**src/rtl/m4inv_pkg.sv**
```systemverilog
// ----------------------------------------------------------------------------
// m4inv_pkg
// Shared types and constants for the 4x4 fixed-point matrix inverter.
// ----------------------------------------------------------------------------
package m4inv_pkg;

    localparam int WORD_WIDTH_DEF = 32;
    localparam int FRAC_BITS_DEF  = 16;
    localparam logic [3:0] LAST_INDEX = 4'd15;

    // multiplicand source for the shared serial multiplier
    typedef enum logic [1:0] {
        MC_MAT = 2'd0,
        MC_M2  = 2'd1,
        MC_COF = 2'd2
    } mc_sel_t;

    // what to do with a finished product
    typedef enum logic [2:0] {
        ACC_NONE    = 3'd0,
        ACC_M2_SET  = 3'd1,
        ACC_M2_SUB  = 3'd2,
        ACC_COF_SET = 3'd3,
        ACC_COF_ADD = 3'd4,
        ACC_COF_SUB = 3'd5,
        ACC_DET_SET = 3'd6,
        ACC_DET_ADD = 3'd7
    } acc_op_t;

    typedef struct packed {
        logic       mat_we;
        logic [3:0] mat_waddr;
        logic [3:0] mat_raddr;
        logic       a_load;
        logic       mul_start;
        mc_sel_t    mc_sel;
        logic       mul_step;
        logic       mul_last;
        acc_op_t    acc_op;
        logic       cof_we;
        logic       cof_neg;
        logic [3:0] cof_addr;
        logic       div_init;
        logic       div_step;
        logic       res_we;
        logic [3:0] res_addr;
        logic       flag_clear;
    } m4inv_cmd_t;

    typedef struct packed {
        logic det_zero;
    } m4inv_status_t;

    // i-th index of {0,1,2,3} with excl removed
    function automatic logic [1:0] skip_idx(input logic [1:0] excl, input logic [1:0] i);
        logic [1:0] r;
        r = (i < excl) ? i : i + 2'd1;
        return r;
    endfunction

endpackage

```
**src/rtl/m4inv_ctrl.sv**
```systemverilog
// ----------------------------------------------------------------------------
// m4inv_ctrl
// Sequencer: loads elements, walks the cofactor, determinant, divide and
// output phases, and drives the datapath by command word.
// ----------------------------------------------------------------------------
module m4inv_ctrl #(
    parameter int WORD_WIDTH = 32
) (
    input  logic                        clk,
    input  logic                        rst_n,
    input  logic                        in_valid,
    output logic                        in_ready,
    output logic                        out_valid,
    input  logic                        out_ready,
    output logic [3:0]                  out_index,
    output logic                        out_last,
    output m4inv_pkg::m4inv_cmd_t       cmd,
    input  m4inv_pkg::m4inv_status_t    status
);
    import m4inv_pkg::*;

    localparam int QW = WORD_WIDTH + 2;
    localparam int SW = $clog2(QW + 1);

    typedef enum logic [12:0] {
        ST_LOAD      = 13'b0000000000001,
        ST_FETCH_A   = 13'b0000000000010,
        ST_FETCH_B   = 13'b0000000000100,
        ST_MUL_START = 13'b0000000001000,
        ST_MUL_RUN   = 13'b0000000010000,
        ST_ACC       = 13'b0000000100000,
        ST_COF_WR    = 13'b0000001000000,
        ST_DIV_RD    = 13'b0000010000000,
        ST_DIV_INIT  = 13'b0000100000000,
        ST_DIV_RUN   = 13'b0001000000000,
        ST_DIV_WR    = 13'b0010000000000,
        ST_OUT_RD    = 13'b0100000000000,
        ST_OUT_SEND  = 13'b1000000000000
    } state_t;

    state_t          state_reg, state_next;
    logic [3:0]      k_reg, k_next;
    logic [1:0]      t_reg, t_next;
    logic [1:0]      sub_reg, sub_next;
    logic            det_ph_reg, det_ph_next;
    logic [SW-1:0]   cnt_reg, cnt_next;

    logic [1:0]      r, c, ca, cb;
    logic [3:0]      addr_a, addr_b;

    always_comb
    begin
        r  = k_reg[3:2];
        c  = k_reg[1:0];
        ca = (t_reg == 2'd0) ? 2'd1 : 2'd0;
        cb = (t_reg == 2'd2) ? 2'd1 : 2'd2;
        addr_a = {skip_idx(c, ca), skip_idx(r, 2'd1)};
        addr_b = {skip_idx(c, cb), skip_idx(r, 2'd2)};
        if (det_ph_reg)
        begin
            addr_b = {2'd0, t_reg};
        end
        else if (sub_reg == 2'd1)
        begin
            addr_a = {skip_idx(c, cb), skip_idx(r, 2'd1)};
            addr_b = {skip_idx(c, ca), skip_idx(r, 2'd2)};
        end
        else if (sub_reg == 2'd2)
        begin
            addr_b = {skip_idx(c, t_reg), skip_idx(r, 2'd0)};
        end
    end

    always_comb
    begin
        state_next  = state_reg;
        k_next      = k_reg;
        t_next      = t_reg;
        sub_next    = sub_reg;
        det_ph_next = det_ph_reg;
        cnt_next    = cnt_reg;

        cmd            = '0;
        cmd.mat_waddr  = k_reg;
        cmd.mat_raddr  = (state_reg == ST_FETCH_A) ? addr_a : addr_b;
        cmd.mc_sel     = det_ph_reg ? MC_COF : ((sub_reg == 2'd2) ? MC_M2 : MC_MAT);
        cmd.mul_last   = (cnt_reg == SW'(WORD_WIDTH - 1));
        cmd.acc_op     = ACC_NONE;
        cmd.cof_neg    = k_reg[2] ^ k_reg[0];
        cmd.cof_addr   = det_ph_reg ? {t_reg, 2'b00} : k_reg;
        cmd.res_addr   = k_reg;

        in_ready  = (state_reg == ST_LOAD);
        out_valid = (state_reg == ST_OUT_SEND);

        case (state_reg)
            ST_LOAD:
            begin
                if (in_valid)
                begin
                    cmd.mat_we = 1'b1;
                    if (k_reg == LAST_INDEX)
                    begin
                        cmd.flag_clear = 1'b1;
                        k_next      = '0;
                        t_next      = '0;
                        sub_next    = '0;
                        det_ph_next = 1'b0;
                        state_next  = ST_FETCH_A;
                    end
                    else
                    begin
                        k_next = k_reg + 4'd1;
                    end
                end
            end
            ST_FETCH_A:
            begin
                state_next = ST_FETCH_B;
            end
            ST_FETCH_B:
            begin
                cmd.a_load = 1'b1;
                state_next = ST_MUL_START;
            end
            ST_MUL_START:
            begin
                cmd.mul_start = 1'b1;
                cnt_next      = '0;
                state_next    = ST_MUL_RUN;
            end
            ST_MUL_RUN:
            begin
                cmd.mul_step = 1'b1;
                cnt_next     = cnt_reg + SW'(1);
                if (cmd.mul_last)
                begin
                    state_next = ST_ACC;
                end
            end
            ST_ACC:
            begin
                state_next = ST_FETCH_A;
                if (det_ph_reg)
                begin
                    cmd.acc_op = (t_reg == 2'd0) ? ACC_DET_SET : ACC_DET_ADD;
                    t_next     = t_reg + 2'd1;
                    if (t_reg == 2'd3)
                    begin
                        det_ph_next = 1'b0;
                        k_next      = '0;
                        state_next  = ST_DIV_RD;
                    end
                end
                else
                begin
                    case (sub_reg)
                        2'd0:    cmd.acc_op = ACC_M2_SET;
                        2'd1:    cmd.acc_op = ACC_M2_SUB;
                        default:
                        begin
                            case (t_reg)
                                2'd0:    cmd.acc_op = ACC_COF_SET;
                                2'd1:    cmd.acc_op = ACC_COF_SUB;
                                default: cmd.acc_op = ACC_COF_ADD;
                            endcase
                        end
                    endcase
                    sub_next = sub_reg + 2'd1;
                    if (sub_reg == 2'd2)
                    begin
                        sub_next = '0;
                        t_next   = t_reg + 2'd1;
                        if (t_reg == 2'd2)
                        begin
                            t_next     = '0;
                            state_next = ST_COF_WR;
                        end
                    end
                end
            end
            ST_COF_WR:
            begin
                cmd.cof_we = 1'b1;
                state_next = ST_FETCH_A;
                k_next     = k_reg + 4'd1;
                if (k_reg == LAST_INDEX)
                begin
                    det_ph_next = 1'b1;
                    t_next      = '0;
                end
            end
            ST_DIV_RD:
            begin
                state_next = ST_DIV_INIT;
            end
            ST_DIV_INIT:
            begin
                cmd.div_init = 1'b1;
                cnt_next     = '0;
                state_next   = status.det_zero ? ST_DIV_WR : ST_DIV_RUN;
            end
            ST_DIV_RUN:
            begin
                cmd.div_step = 1'b1;
                cnt_next     = cnt_reg + SW'(1);
                if (cnt_reg == SW'(QW - 1))
                begin
                    state_next = ST_DIV_WR;
                end
            end
            ST_DIV_WR:
            begin
                cmd.res_we = 1'b1;
                k_next     = k_reg + 4'd1;
                state_next = (k_reg == LAST_INDEX) ? ST_OUT_RD : ST_DIV_RD;
            end
            ST_OUT_RD:
            begin
                state_next = ST_OUT_SEND;
            end
            ST_OUT_SEND:
            begin
                if (out_ready)
                begin
                    k_next     = k_reg + 4'd1;
                    state_next = (k_reg == LAST_INDEX) ? ST_LOAD : ST_OUT_RD;
                end
            end
            default:
            begin
                state_next = ST_LOAD;
            end
        endcase
    end

    assign out_index = k_reg;
    assign out_last  = (k_reg == LAST_INDEX);

    always_ff @(posedge clk or negedge rst_n)
    begin
        if (!rst_n)
        begin
            state_reg  <= ST_LOAD;
            k_reg      <= '0;
            t_reg      <= '0;
            sub_reg    <= '0;
            det_ph_reg <= 1'b0;
            cnt_reg    <= '0;
        end
        else
        begin
            state_reg  <= state_next;
            k_reg      <= k_next;
            t_reg      <= t_next;
            sub_reg    <= sub_next;
            det_ph_reg <= det_ph_next;
            cnt_reg    <= cnt_next;
        end
    end

endmodule

```
**config.mk**
```make
export PLATFORM = sky130hd
export DESIGN_NAME = m4inv_ctrl
export DESIGN_NICKNAME = d
export VERILOG_FILES = /design/src/rtl/m4inv_pkg.sv /design/src/rtl/m4inv_ctrl.sv
export SDC_FILE = /design/constraint.sdc
export NUM_CORES = 1
export LEC_CHECK = 0
export BUFFER_PORTS_ARGS = -buffer_cell sky130_fd_sc_hd__buf_2
export CAP_MARGIN = 25
export CORE_MARGIN = 1.5
export CORE_UTILIZATION = 35
export CTS_BUF_LIST = sky130_fd_sc_hd__clkbuf_4
export DETAILED_ROUTE_END_ITERATION = 12
export HOLD_SLACK_MARGIN = 0.03
export SETUP_SLACK_MARGIN = 0.15
export SLEW_MARGIN = 30
export SYNTH_ARGS = -nofsm -noshare
export SYNTH_HDL_FRONTEND = slang
export SYNTH_SLANG_ARGS = --single-unit
```
**constraint.sdc**
```tcl
create_clock -name clk -period 7 [get_ports clk]
set_clock_uncertainty 0.1 [all_clocks]
set_input_delay 0.35 -clock clk [delete_from_list [all_inputs] [get_ports clk]]
set_output_delay 0.35 -clock clk [all_outputs]
set_load 0.03 [all_outputs]
```
==> out/results.env <==
VDD.IR_DROP.WORST_mV=0.2272
HOLD_PATH_DEPTH=2
REPORT.FINAL.HOLD_VIOL_COUNT=0
SETUP_VIOL=0
TOTAL_POWER_uW=989.8
REG2REG_SLACK_PS=4560
RUN_STATUS='completed'
GLOBALROUTE.TOTALOVERFLOW=0
SYNTH_EDF_COUNT=0
POST_ROUTE_CELLS_DRIVE_ABOVE_1_SHARE_PCT=22.73
DETAILEDPLACEMENTHPWL_UM=4497
DIE-HEIGHT_UM=85.87
DIODES=0
SW_FRAC_OF_TOTAL_PCT=53.01
FLOORPLAN.CORE_AREA_UM2=6719
GRTUSAGETOTAL_PCT=16.71
FLOORPLAN.ROWS=30
SLEW_HEADROOM_PCT=42.59
DRTPASS1ITERATIONS=4
MAX_CAP_VIOL_COUNT=0
SYNTH_TOP_CELL_AREA_SHARE_PCT=28.11
CTS_MADE_BUFFERS=3
RSZ0062_AT_GRT='no'
CP_COMMON_CELL='sky130_fd_sc_hd__ha_1'
POSTROUTEWIRELENGTH_UM=6020
CTSHTREEMAXLEVEL=1
DIE-WIDTH_UM=85.87
DRT.ANTENNA.VIOLATING_NETS=0
TIMING.HOLD.WORST.CLASS='input pin to flip-flop'
FF2FF_PATH_DEPTH=5
VIAS=2203
WL_PER_CELL_UM=15.52
PIN_COUNT=44
GRT_PASS1_WL_UM=9963
TRITONCTS='done'
LEADING_POST_SYNTHESIS_CELLS_BY_CELL_AREA='sky130_fd_sc_hd__dfrtp_1 28%, sky130_fd_sc_hd__ha_1 6.2%, sky130_fd_sc_hd__nor4_4 4.4%'
SYNTH_FF_TYPE='sky130_fd_sc_hd__dfrtp_1'
PLACE_WS_PS=4089
DIEAREA_UM2=7374
GRT_MAX_DEGREE=29
CTSLONGESTPATHBUFFERS=2
CRITICAL_PATH.CELL_CHAIN='inv_1 -> ha_1 -> inv_1 -> ha_1 -> a21oi_1 -> ha_1 -> nor2_1 -> a211oi_1 -> a311oi_1 -> nand3_1 -> o21ai_0 -> buf_2'
CAPTURE_INSTANCE_OF_THE_WORST_REGISTER_TO_REGISTER_PATH='out_index[1]$_DFFE_PN0P_'
CRITPATHMAXSTAGEDELAY_PS=490
WORSTSETUPENDPOINTTYPE='output port'
SETUP_TNS_PS=0
POWER.SHARE.COMBINATIONAL_PCT=61.5
NUMBER_OF_FLIP_FLOPS_IN_THE_LARGEST_REGISTER=13
SYNTH_SEQ_AREA_SHARE_PCT=29.20
DRCVIOLATIONCOUNT=0
WORSTSETUPSTARTPOINTTYPE='flip-flop'
PLACEDINSTANCEAREA_UM2=2562
ROUTABILITY_CONGESTION=0.8543
CLK_ROOT_BUFFER_CELL='sky130_fd_sc_hd__clkbuf_4'
TIMING.HOLD.WORST_ENDPOINT='state_reg[9]$_DFFE_PN0P_'
CLOCK_SINK_COUNT=28
SYNTH.NET_COUNT=304
FIN_CRIT_PS=3291
LAYOUT-AREA-OVERHEAD-VS-SYNTH_PCT=9.579
GRT_ANTENNA_BEFORE_REPAIR=0
TIMING.FINAL.MAX_SLEW_VIOLATIONS=0
STDCELL_AREA_UM2=2634
ITER_0_DRT_VIOLATIONS=138
POST_CTS.REPAIR.SETUP_BUFFERS=0
SYNTH-SEQ-CELLS=28
CTS.CLK_SLEW.WORST_PATHS_PS=190
PATH_CLASS='flip-flop to output port'
POWER_DENSITY_nW_PER_UM2=375.8
SYNTH.CELL_AREA_UM2=2404
LEAKAGE_nW=1.233
SYN_INST=287
POWER.SEQUENTIAL.FRACTION_PCT=27.1
TIMING.FINAL.CRIT_SHARE_PCT=47.02
CLOCK_POWER_SHARE_PCT=11.5
DETAIL_ROUTE.VIAS_PER_CELL=5.678
FIN_WORST_HOLD_SLACK_PS=55.70
LIBRARY_CELL_OCCUPYING_THE_MOST_AREA_IN_THE_POST_SYNTHESIS_NETLIST='sky130_fd_sc_hd__dfrtp_1'
WORST_SKEW_PAIR_LATER_PIN_LATENCY_PS=360
NET-SWITCHING-POWER_uW=524.6
FMAXACHIEVABLE_MHz=303.8
NETS=326
SYNTH-ASYNC-RESET-RATIO_PCT=100.0
PORTBUFFERS=43
TIMING.CRITICAL_PATH.SLOWEST_STAGE_CELL='sky130_fd_sc_hd__dfrtp_1'
WORST_PIN_SLEW_PS=854.6
FINAL_CRITICAL_PATH_SETUP_SLACK_PS=3709
REQ_TIME_CRIT_PATH_PS=6550
INITIAL_CORE_UTIL_PCT=35.77
POST_SYNTH_NUM_CELL_TYPES=64
SYNTH_AREA_PER_CELL_UM2=8.375
WORSTHOLDSTART='status'
WORST-PATH-MAX-FANOUT=8
CELL_INT_POWER_uW=465.1
WORST_R2R_STARTPOINT='state_reg[1]$_DFFE_PN0P_'
SYNTHMOSTINSTANTIATEDCELL='sky130_fd_sc_hd__dfrtp_1'
SYNTH-WARNING-COUNT=0
ARRIVAL_PS=2840
VIA_COUNT_OF_THE_FIRST_GLOBAL_ROUTING_PASS=1968
CRITPATHLAUNCH='t_reg[0]$_DFFE_PN0P_'
YOSYS-TOP-CELLS-COUNT='27 x sky130_fd_sc_hd__dfrtp_1, 22 x sky130_fd_sc_hd__nor2_1, 16 x sky130_fd_sc_hd__nand2_1'
cells by family (layout without fill, tap and decap cells):
family	count (synthesis)	count (layout)	share of synthesized area, %
DFF	28	28	29.20
xor gates and xnor gates	5	5	1.822
AOI/OAI and AO/OA	74	74	19.52
muxes	3	3	1.353
buffers and inverters	40	61	8.537
adders and majority gates	12	12	6.247
and+or+nand+nor	125	125	33.32
cell type report:
class,count,area (um2)
clock buffers,3,22.52
clock inverters,1,30.03
inverters,13,48.80
repair buffers,44,225.2
fillers,690,4085
multi-input cells,219,1505
flip-flops and latches,28,701.9
well taps,80,100.1
power groups by stage:
stage	logic [mW]	clock network, mW	registers (mW)
after global placement	0.601	0	0.266
after CTS	0.610	0.115	0.266
after floorplan	0.525	0	0.238
final	0.608	0.114	0.268
after global routing	0.672	0.121	0.278
after detailed placement	0.607	0	0.269
critical path, delay by kind of cell, from the launching register on:
kind                     cells  cell delay [ps]
flip-flops                   1              490
buffers and inverters        3              470
AND/OR/NAND/NOR              2              180
adder cells (fa/ha/maj)      3              820
AO/OA/AOI/OAI                4              550
per-stage QoR:
stage	instances	utilization, %
global placement	383	38.14
CTS	388	39.07
global route	388	39.20
finish	388	39.20
floorplan	287	-
detailed placement	383	38.14
routing by layer:
layer | wire length (um) | part of all wire, % | GRT usage, %
met1 | 3001 | 50 | 25.00
met2 | 2760 | 46 | 26.27
met3 | 198 | 3.3 | 1.444
met4 | 61 | 1.0 | 3.519
met5 | 0 | 0 | 0
how the worst max path moves through the flow:
stage              end  slack [ps]  depth (start not counted)
2_1_floorplan  cmd[26]        4210                          9
3_3_place_gp   cmd[25]        4180                         12
3_5_place_dp   cmd[25]        4090                         12
4_1_cts        cmd[25]        3690                         12
5_1_grt        cmd[25]        3460                         12
6_report       cmd[25]        3710                         12
cell usage in the layout, fill, tap and decap left out, drive strengths merged, types with 3 or more instances in the layout:
| cell type | count |
|---|---|
| buf | 43 |
| o21ai | 28 |
| dfrtp | 27 |
| nor2 | 22 |
| nand2 | 17 |
| a21oi | 15 |
| nor3 | 14 |
| inv | 13 |
| ha | 12 |
| nand3 | 10 |
| nor4 | 10 |
| nand4 | 8 |
| nor2b | 7 |
| nand2b | 6 |
| xor2 | 5 |
| nor4b | 4 |
| or4b | 4 |
| and4 | 4 |
| a211oi | 4 |
| o22ai | 4 |
| and3 | 4 |
| a21o | 3 |
| clkbuf | 3 |
| or2 | 3 |
timing repair:
| action | 4_1_cts | 5_1_grt |
|---|---|---|
| endpoints found under the hold margin | 27 | 0 |
| hold buffers | 1 | 0 |
| gates resized for setup | 0 | 0 |
(Power assumes the default switching activity.)
